[config.mk]
export PLATFORM = sky130hd
export DESIGN_NAME = content_metric_recursive_averager
export DESIGN_NICKNAME = d
export VERILOG_FILES = /design/src/sv/cmra_pkg.sv /design/src/sv/cmra_update.sv /design/src/sv/content_metric_recursive_averager.sv
export SDC_FILE = /design/constraint.sdc
export NUM_CORES = 2
export LEC_CHECK = 0
export ABC_AREA = 0
export BUFFER_PORTS_ARGS = -buffer_cell sky130_fd_sc_hd__buf_2
export CAP_MARGIN = 5
export CORE_ASPECT_RATIO = 1.25
export CORE_UTILIZATION = 30
export DETAILED_ROUTE_END_ITERATION = 6
export PLACE_DENSITY = 0.43
export SYNTH_ARGS = -nofsm -noshare
export SYNTH_HDL_FRONTEND = slang
export SYNTH_SLANG_ARGS = --single-unit
[constraint.sdc]
create_clock -name clk -period 14.65 [get_ports clk]
set_input_delay 0 -clock clk [delete_from_list [all_inputs] [get_ports clk]]
set_output_delay 0 -clock clk [all_outputs]
set_load 0.01 [all_outputs]
[src/sv/cmra_pkg.sv]
`default_nettype none

package cmra_pkg;

  localparam int METRIC_BITS    = 16;
  localparam int IN_METRIC_BITS = 16;
  localparam int NUM_METRICS    = 8;
  localparam int IDX_BITS       = $clog2(NUM_METRICS);
  localparam int FRAC_BITS      = 16;
  localparam int FACTOR_BITS    = FRAC_BITS + 1;
  localparam int ACC_BITS       = METRIC_BITS + FACTOR_BITS + 2;
  localparam int THRESH_BITS    = 16;
  localparam int HEIGHT_BITS    = 16;
  localparam int WIDTH_BITS     = 16;
  localparam int RATE_BITS      = 8;
  localparam int CFG_INDEX_BITS = 2;
  localparam int CFG_DATA_BITS  = 17;
  localparam int SAT_BITS  = (IN_METRIC_BITS > METRIC_BITS) ? IN_METRIC_BITS : METRIC_BITS;
  localparam int GATE_BITS = (METRIC_BITS > THRESH_BITS) ? METRIC_BITS : THRESH_BITS;

  localparam logic [METRIC_BITS-1:0] METRIC_MAX = {METRIC_BITS{1'b1}};
  localparam logic [FACTOR_BITS-1:0] FACTOR_ONE = {1'b1, {FRAC_BITS{1'b0}}};
  localparam logic [FACTOR_BITS-1:0] FACTOR_RESET = FACTOR_BITS'(437);
  localparam logic [THRESH_BITS-1:0] THRESH_RESET = THRESH_BITS'(6554);
  localparam logic [ACC_BITS-1:0]    ROUND_HALF = ACC_BITS'(1) << (FRAC_BITS - 1);
  localparam logic [IDX_BITS-1:0]    LAST_IDX = IDX_BITS'(NUM_METRICS - 1);

  typedef enum logic [IDX_BITS-1:0] {
    M_ERR   = 3'd0,
    M_ZERO  = 3'd1,
    M_SPAT  = 3'd2,
    M_SPATH = 3'd3,
    M_SPATV = 3'd4,
    M_MAG   = 3'd5,
    M_DIST  = 3'd6,
    M_HORZ  = 3'd7
  } metric_idx_t;

  typedef enum logic {
    OP_FRAME = 1'b0,
    OP_CLEAR = 1'b1
  } opcode_t;

  typedef enum logic [CFG_INDEX_BITS-1:0] {
    CFG_FACTOR    = 2'd0,
    CFG_MAG_MODE  = 2'd1,
    CFG_THRESHOLD = 2'd2
  } cfg_index_t;

  typedef struct packed {
    opcode_t                   opcode;
    logic [IN_METRIC_BITS-1:0] motion_prediction_error;
    logic [IN_METRIC_BITS-1:0] zero_motion_size;
    logic [IN_METRIC_BITS-1:0] spatial_error;
    logic [IN_METRIC_BITS-1:0] spatial_error_horizontal;
    logic [IN_METRIC_BITS-1:0] spatial_error_vertical;
    logic [IN_METRIC_BITS-1:0] motion_magnitude;
    logic [IN_METRIC_BITS-1:0] cluster_distortion;
    logic [IN_METRIC_BITS-1:0] horizontalness;
    logic [HEIGHT_BITS-1:0]    frame_height;
    logic [WIDTH_BITS-1:0]     frame_width;
    logic [RATE_BITS-1:0]      frame_rate_in;
  } in_data_t;

  typedef struct packed {
    logic                   averages_valid;
    logic [METRIC_BITS-1:0] avg_motion_error;
    logic [METRIC_BITS-1:0] avg_zero_motion;
    logic [METRIC_BITS-1:0] avg_spatial;
    logic [METRIC_BITS-1:0] avg_spatial_horizontal;
    logic [METRIC_BITS-1:0] avg_spatial_vertical;
    logic [METRIC_BITS-1:0] avg_magnitude;
    logic [METRIC_BITS-1:0] avg_distortion;
    logic [METRIC_BITS-1:0] avg_horizontalness;
    logic [HEIGHT_BITS-1:0] last_height;
    logic [WIDTH_BITS-1:0]  last_width;
    logic [RATE_BITS-1:0]   last_frame_rate;
  } out_data_t;

  // Per-frame values that ride along with every metric update.
  typedef struct packed {
    logic                   seen;
    logic [HEIGHT_BITS-1:0] height;
    logic [WIDTH_BITS-1:0]  width;
    logic [RATE_BITS-1:0]   rate;
  } meta_t;

  typedef struct packed {
    logic                   en;
    logic [IDX_BITS-1:0]    idx;
    logic [METRIC_BITS-1:0] x;
    logic [FACTOR_BITS-1:0] a;
    logic                   upd;
    logic                   clr;
    meta_t                  meta;
  } upd_req_t;

  typedef struct packed {
    logic                   valid;
    logic [IDX_BITS-1:0]    idx;
    logic [METRIC_BITS-1:0] value;
    meta_t                  meta;
  } upd_rsp_t;

  function automatic logic [METRIC_BITS-1:0] sat_metric(input logic [IN_METRIC_BITS-1:0] v);
    logic [SAT_BITS-1:0] w;
    w = SAT_BITS'(v);
    if (w > SAT_BITS'(METRIC_MAX)) begin
      return METRIC_MAX;
    end
    return METRIC_BITS'(w);
  endfunction

endpackage

`default_nettype wire

[src/sv/cmra_update.sv]
`default_nettype none

// Average store and blend unit: read one entry, blend, write it back.
module cmra_update (
  input  wire logic              clk,
  input  wire logic              rst,
  input  wire cmra_pkg::upd_req_t req,
  output cmra_pkg::upd_rsp_t     rsp
);
  import cmra_pkg::*;

  logic [METRIC_BITS-1:0] mem [NUM_METRICS];
  logic [NUM_METRICS-1:0] vld;

  logic                   s_valid;
  logic [IDX_BITS-1:0]    s_idx;
  logic [METRIC_BITS-1:0] s_x;
  logic [FACTOR_BITS-1:0] s_a;
  logic                   s_upd;
  logic                   s_clr;
  meta_t                  s_meta;
  logic                   s_rvld;
  logic [METRIC_BITS-1:0] rdata;

  logic [METRIC_BITS-1:0]     old;
  logic signed [METRIC_BITS:0] diff;
  logic signed [ACC_BITS-1:0] prod;
  logic signed [ACC_BITS-1:0] acc;
  logic [METRIC_BITS-1:0]     blended;
  logic [METRIC_BITS-1:0]     value;
  logic                       we;

  // Entries never written since reset read as zero.
  assign old  = s_rvld ? rdata : '0;
  assign diff = $signed({1'b0, s_x}) - $signed({1'b0, old});
  assign prod = $signed({1'b0, s_a}) * diff;
  assign acc  = $signed(ACC_BITS'({old, {FRAC_BITS{1'b0}}})) + prod + $signed(ROUND_HALF);
  assign blended = acc[FRAC_BITS +: METRIC_BITS];

  always_comb begin
    priority if (s_clr) begin
      value = '0;
    end else if (s_upd) begin
      value = blended;
    end else begin
      value = old;
    end
  end

  assign we = s_valid && (s_upd || s_clr);

  always_ff @(posedge clk) begin
    if (req.en) begin
      rdata <= mem[req.idx];
    end
    if (we) begin
      mem[s_idx] <= value;
    end
  end

  always_ff @(posedge clk) begin
    if (rst) begin
      s_valid <= 1'b0;
      vld     <= '0;
    end else begin
      s_valid <= req.en;
      if (we) begin
        vld[s_idx] <= 1'b1;
      end
    end
  end

  always_ff @(posedge clk) begin
    if (req.en) begin
      s_idx  <= req.idx;
      s_x    <= req.x;
      s_a    <= req.a;
      s_upd  <= req.upd;
      s_clr  <= req.clr;
      s_meta <= req.meta;
      s_rvld <= vld[req.idx];
    end
  end

  assign rsp.valid = s_valid;
  assign rsp.idx   = s_idx;
  assign rsp.value = value;
  assign rsp.meta  = s_meta;

endmodule

`default_nettype wire

[src/sv/content_metric_recursive_averager.sv]
// Recursive (exponential) averager of eight video content metrics. Each
// request either brings one frame (metrics in unsigned Q0.16 plus native
// height, width and rate) or clears all averages. The block answers every
// request with exactly one result: the eight averages, the native values of
// the latest frame (zero after a clear) and averages_valid. A frame is
// worked on one metric per cycle while the sequencer is not held by a
// finished result that cannot leave, because the averages live in one small
// memory with a single read port; a new frame can start as the last metric
// of the previous one is read, and a request is taken into a one-deep input
// buffer while the previous one is still being worked on. Entries of the
// average memory carry valid bits cleared at reset, so there is no clearing
// pass. The configuration registers (factor, magnitude mode, zero-motion
// threshold) may only be written while the block is idle.

`default_nettype none

module content_metric_recursive_averager (
  input  wire logic                                   clk,
  input  wire logic                                   rst,
  input  wire logic                                   cfg_wr_en,
  input  wire logic [cmra_pkg::CFG_INDEX_BITS-1:0]    cfg_index,
  input  wire logic [cmra_pkg::CFG_DATA_BITS-1:0]     cfg_wdata,
  input  wire logic                                   in_valid,
  output logic                                        in_stall,
  input  wire cmra_pkg::in_data_t                     in_data,
  output logic                                        out_valid,
  input  wire logic                                   out_stall,
  output cmra_pkg::out_data_t                         out_data
);
  import cmra_pkg::*;

  // Configuration registers.
  logic [FACTOR_BITS-1:0] cfg_factor;
  logic                   cfg_mag_mode;
  logic [THRESH_BITS-1:0] cfg_threshold;

  always_ff @(posedge clk) begin
    if (rst) begin
      cfg_factor    <= FACTOR_RESET;
      cfg_mag_mode  <= 1'b0;
      cfg_threshold <= THRESH_RESET;
    end else if (cfg_wr_en) begin
      unique case (cfg_index)
        CFG_FACTOR:    cfg_factor    <= cfg_wdata[FACTOR_BITS-1:0];
        CFG_MAG_MODE:  cfg_mag_mode  <= cfg_wdata[0];
        CFG_THRESHOLD: cfg_threshold <= cfg_wdata[THRESH_BITS-1:0];
        default: ;  // unmapped index: drop the write
      endcase
    end
  end

  // One-deep input buffer: decouples the sender from the sequencer.
  logic     buf_valid;
  in_data_t buf_data;

  // Sequencer: one memory read per cycle unless held, metric index in step.
  logic                active;
  logic [IDX_BITS-1:0] step;
  logic                start;
  logic                read_go;

  // Completion handling toward the output register.
  logic pend;
  logic out_free;
  logic last_compute;
  logic done_now;
  logic hold;
  logic move;

  upd_req_t req;
  upd_rsp_t rsp;

  assign out_free     = !out_valid || !out_stall;
  assign last_compute = rsp.valid && (rsp.idx == LAST_IDX);
  assign done_now     = last_compute || pend;
  // A finished frame that cannot leave yet freezes the sequencer, so the
  // result lanes are not overwritten by the next frame.
  assign hold         = done_now && !out_free;
  assign move         = done_now && out_free;

  assign start    = buf_valid && (!active || step == LAST_IDX) && !hold;
  assign read_go  = active && !hold;
  assign in_stall = buf_valid && !start;

  always_ff @(posedge clk) begin
    if (rst) begin
      buf_valid <= 1'b0;
    end else if (start) begin
      buf_valid <= in_valid;
    end else if (in_valid && !in_stall) begin
      buf_valid <= 1'b1;
    end
  end

  always_ff @(posedge clk) begin
    if (in_valid && !in_stall) begin
      buf_data <= in_data;
    end
  end

  // Frame set-up: saturate inputs, pick the factor, open the gate.
  logic [NUM_METRICS-1:0][METRIC_BITS-1:0] x_start;
  logic [NUM_METRICS-1:0]                  upd_start;
  logic [FACTOR_BITS-1:0]                  a_sat;
  logic [FACTOR_BITS-1:0]                  a_start;
  logic                                    gate;
  logic                                    is_clear;
  meta_t                                   meta_start;
  logic                                    seen;

  always_comb begin
    x_start[M_ERR]   = sat_metric(buf_data.motion_prediction_error);
    x_start[M_ZERO]  = sat_metric(buf_data.zero_motion_size);
    x_start[M_SPAT]  = sat_metric(buf_data.spatial_error);
    x_start[M_SPATH] = sat_metric(buf_data.spatial_error_horizontal);
    x_start[M_SPATV] = sat_metric(buf_data.spatial_error_vertical);
    x_start[M_MAG]   = sat_metric(buf_data.motion_magnitude);
    x_start[M_DIST]  = sat_metric(buf_data.cluster_distortion);
    x_start[M_HORZ]  = sat_metric(buf_data.horizontalness);
  end

  assign is_clear = (buf_data.opcode == OP_CLEAR);
  assign gate     = GATE_BITS'(x_start[M_ZERO]) > GATE_BITS'(cfg_threshold);
  // Factors above one act as one; the first frame after a clear is taken whole.
  assign a_sat    = (cfg_factor > FACTOR_ONE) ? FACTOR_ONE : cfg_factor;
  assign a_start  = seen ? a_sat : FACTOR_ONE;

  always_comb begin
    upd_start          = '1;
    upd_start[M_MAG]   = cfg_mag_mode || gate;
    upd_start[M_DIST]  = gate;
    upd_start[M_HORZ]  = gate;
  end

  always_comb begin
    if (is_clear) begin
      meta_start = '0;
    end else begin
      meta_start.seen   = 1'b1;
      meta_start.height = buf_data.frame_height;
      meta_start.width  = buf_data.frame_width;
      meta_start.rate   = buf_data.frame_rate_in;
    end
  end

  // Working copy of the frame being stepped through.
  logic [NUM_METRICS-1:0][METRIC_BITS-1:0] work_x;
  logic [NUM_METRICS-1:0]                  work_upd;
  logic [FACTOR_BITS-1:0]                  work_a;
  logic                                    work_clr;
  meta_t                                   work_meta;

  always_ff @(posedge clk) begin
    if (start) begin
      work_x    <= x_start;
      work_upd  <= upd_start;
      work_a    <= a_start;
      work_clr  <= is_clear;
      work_meta <= meta_start;
    end
  end

  always_ff @(posedge clk) begin
    if (rst) begin
      active <= 1'b0;
      step   <= '0;
      seen   <= 1'b0;
    end else begin
      if (start) begin
        active <= 1'b1;
        step   <= '0;
        seen   <= !is_clear;
      end else if (read_go) begin
        if (step == LAST_IDX) begin
          active <= 1'b0;
        end else begin
          step <= step + IDX_BITS'(1);
        end
      end
    end
  end

  assign req.en   = read_go;
  assign req.idx  = step;
  assign req.x    = work_x[step];
  assign req.a    = work_a;
  assign req.upd  = work_upd[step];
  assign req.clr  = work_clr;
  assign req.meta = work_meta;

  cmra_update u_update (
    .clk (clk),
    .rst (rst),
    .req (req),
    .rsp (rsp)
  );

  // Result lanes: collect the updated averages of the current frame.
  logic [NUM_METRICS-1:0][METRIC_BITS-1:0] lanes;
  meta_t                                   res_meta;
  logic [NUM_METRICS-1:0][METRIC_BITS-1:0] avg_res;
  meta_t                                   meta_res;
  out_data_t                               res_data;

  always_ff @(posedge clk) begin
    if (rsp.valid) begin
      lanes[rsp.idx] <= rsp.value;
      res_meta       <= rsp.meta;
    end
  end

  always_ff @(posedge clk) begin
    if (rst) begin
      pend <= 1'b0;
    end else if (move) begin
      pend <= 1'b0;
    end else if (last_compute) begin
      pend <= 1'b1;
    end
  end

  // Bypass the last metric straight from the blend unit.
  always_comb begin
    avg_res  = lanes;
    meta_res = res_meta;
    if (last_compute) begin
      avg_res[LAST_IDX] = rsp.value;
      meta_res          = rsp.meta;
    end
  end

  always_comb begin
    res_data.averages_valid         = meta_res.seen;
    res_data.avg_motion_error       = avg_res[M_ERR];
    res_data.avg_zero_motion        = avg_res[M_ZERO];
    res_data.avg_spatial            = avg_res[M_SPAT];
    res_data.avg_spatial_horizontal = avg_res[M_SPATH];
    res_data.avg_spatial_vertical   = avg_res[M_SPATV];
    res_data.avg_magnitude          = avg_res[M_MAG];
    res_data.avg_distortion         = avg_res[M_DIST];
    res_data.avg_horizontalness     = avg_res[M_HORZ];
    res_data.last_height            = meta_res.height;
    res_data.last_width             = meta_res.width;
    res_data.last_frame_rate        = meta_res.rate;
  end

  // Output register.
  always_ff @(posedge clk) begin
    if (rst) begin
      out_valid <= 1'b0;
    end else if (move) begin
      out_valid <= 1'b1;
    end else if (!out_stall) begin
      out_valid <= 1'b0;
    end
  end

  always_ff @(posedge clk) begin
    if (move) begin
      out_data <= res_data;
    end
  end

endmodule

`default_nettype wire

==> impl_metrics.ini <==
[outcome]
status = finished clean

[logic_synthesis]
synth_top_family_by_area = adder cells
muxShareOfSynthArea_pct = 4.48
yosys.area.top_type = edfxtp_1
yosysMostFrequentCell = edfxtp_1
synthCells = 2857
synth_fa_ha_area_share_pct = 15.3
async_flop_share_pct = 0
ys_seq_area_share_pct = 65.2
ys_warn_count = 0
synth_nets = 3443
synth_top_area_share_pct = 62.9
synth_area_leaders = edfxtp_1, fa_1, ha_1, mux4_2, nand2_1
synth-xor-area-share_pct = 0.655
synth-edff-count = 920
synthesis.area_um2 = 43900
synthTopCellsByCount = edfxtp_1, nand2_1, inv_1
ys_types = 69
synth_compound_area_share_pct = 2.58
synthSimpleGateAreaFrac_pct = 7.83
synth.avg_cell_area_um2 = 15.4
ys_ff_latch = 971
synthFlopType = edfxtp_1

[placement]
place.gp.congestion = 0.779
io_buffers = 363
dpl.hpwl_um = 74400

[final_layout]
final_layout_size_suffix_gt1_share_pct = 19.8
nFillCells = 13800
final_net_count = 4233
area_delta_synth_final_pct = 25.7

[global_route]
grt_pass1_wl_um = 164000
grt_antenna_before_repair = 7
grt-ovfl-total = 0
grt_max_degree = 147
grt_pass1_vias = 26500
grtUsageTotal_pct = 14.9

[worst_setup_path]
critPathKind = reg -> reg
r2r_start = u_update.s_rvld
cp.arrival_ps = 10510
cp-start-kind = register
cp.required_ps = 14930
crit_path_start = u_update.s_rvld
crit_path_frequent_cell = fa_1
cpPeakStageDelay_ps = 890
crit_fanout = 17
critPathSlowestCell = a21oi_2
critPathCaptureType = register

[clock_tree]
post_cts_buffers = 0
clk_latency_ps = 700
numCtsBuffers = 98
path_clk_slew_ps = 60
cts_tree = done
root_buffer = clkbuf_16
clkSinkCount = 971
cts_buffer_depth = 3
htree_levels = 3

[detailed_routing]
viasPerCell = 4.38
drtIter0Drc = 1170
vias = 24600
wl_um = 110000
post_drt_wl_per_cell_um = 19.5
firstDrtPassIters = 5
antenna_left = 0
drc = 0

[min_path]
hold_start = in_data[19]
hold_path_class = in -> reg

[die]
start_util_pct = 30.3
ios = 364
die_area_um2 = 148000
die_h_um = 430
core_um2 = 145000
fp-row-count = 156
die_w_um = 344

[sta]
min_period_ps = 10230
grt_setup_unrepaired = no
hold_violations = 0
holdWs_ps = 58.1
finalSetupTns_ps = 0
clock_skew_ps = 23.9
max-slew-margin-rel_pct = 20.8
worst_pin_slew_ps = 1180
setup_viol = 0
period_share_pct = 69.8
maxSlewViolCount = 0
fmax_mhz = 97.8

[flow_run]
max_cap_viol_count = 0
critical path: cells and delay by family (launching register included):
| kind | cells | cell delay, ps |
|---|---|---|
| compound gates | 10 | 2810 |
| fa+ha+maj | 9 | 4250 |
| buf+inv | 3 | 140 |
| flops | 1 | 630 |
| simple gates | 8 | 1950 |
per-stage QoR:
step | utilization [%] | worst slack (ps) | instance area, um^2 | cells
floorplan | - | 3840 | 43900 | 2857
global placement | 33.4 | 4650 | 48400 | 5086
detailed placement | 33.4 | 4530 | 48400 | 5086
CTS | 38.1 | 4470 | 55200 | 5622
global route | 38.1 | 3890 | 55200 | 5627
finish | 38.1 | 4420 | 55200 | 5627
path summary, 6_finish.rpt:
| kind | endpoint | slack, ps | cells after the start |
|---|---|---|---|
| worst max register to register | avg_res[60] | 4420 | 30 |
| worst max-delay path | avg_res[60] | 4420 | 30 |
| worst min-delay path | buf_data[19] | 60 | 2 |
| worst min register to register | out_data[118] | 400 | 0 |
logic make-up (layout without fill, tap and decap cells):
logic type	count (synthesis)	after routing
XOR/XNOR	29	29
multiplexers	109	109
buffers and inverters	459	1329
AO/OA/AOI/OAI	164	164
flip-flops	971	971
AND/OR/NAND/NOR	732	732
other	0	4
adder cells (fa/ha/maj)	393	393
layout by cell type, fill, tap and decap left out, types with 7 or more instances in the layout:
cell and instances:
a211o_1 7, a21o_1 22, a21oi_1 54, and2_1 100, buf_2 363, buf_4 65, bufinv_16 10, clkbuf_1 12
clkbuf_16 99, clkinv_1 20, clkinv_2 20, clkinvlp_4 7, dfxtp_1 47, dlygate4sd3_1 356, edfxtp_1 920, fa_1 240
ha_1 153, inv_1 362, mux2_2 40, mux4_2 66, nand2_1 384, nand2b_1 15, nand3b_1 10, nand4_1 13
nor2_1 72, nor2b_1 77, o21a_1 9, o21ai_0 13, or2_2 12, xnor2_1 21
final cells by class:
type / count / area, um^2 / area share (%)
Clock inverter: 69 / 702 / 1.27
Antenna cell: 4 / 10.0 / 0.0181
Multi-Input combinational cell: 1427 / 13700 / 24.8
Tap cell: 1896 / 2370 / 4.30
Clock buffer: 111 / 2520 / 4.57
Timing Repair Buffer: 786 / 5890 / 10.7
Sequential cell: 971 / 28700 / 51.9
Inverter: 363 / 1360 / 2.47
routing by layer:
layer	GRT usage (%)	up-vias	routed length, um
li1	-	11500	-
met4	4.93	6	3180
met3	2.26	165	3290
met2	26.8	436	57600
met5	0	-	32
met1	18.1	12600	45400
sequential cells by signal, indices dropped and copies added (netlist names), 2 cells and up:
signal / flops
buf_data: 168
res_meta: 41
lanes: 16
u_update.vld: 8
work_upd: 2
req: 41
work_a: 17
u_update.rsp: 41
u_update.s_idx: 3
cfg_threshold: 16
work_x: 128
u_update.mem: 128
out_data: 169
u_update.rdata: 16
u_update.s_a: 17
avg_res: 112
u_update.s_x: 16
cfg_factor: 17
step: 3
repair_timing:
action / in CTS / in global routing
hold endpoints to repair: 241 / 0
hold buffers: 356 / 0
setup endpoints to repair: 0 / 0
resized for setup: 0 / 0
Power is left out: the tool's default activity adds up to more than one toggle a clock period on the data nets, which glitch-free logic cannot reach.
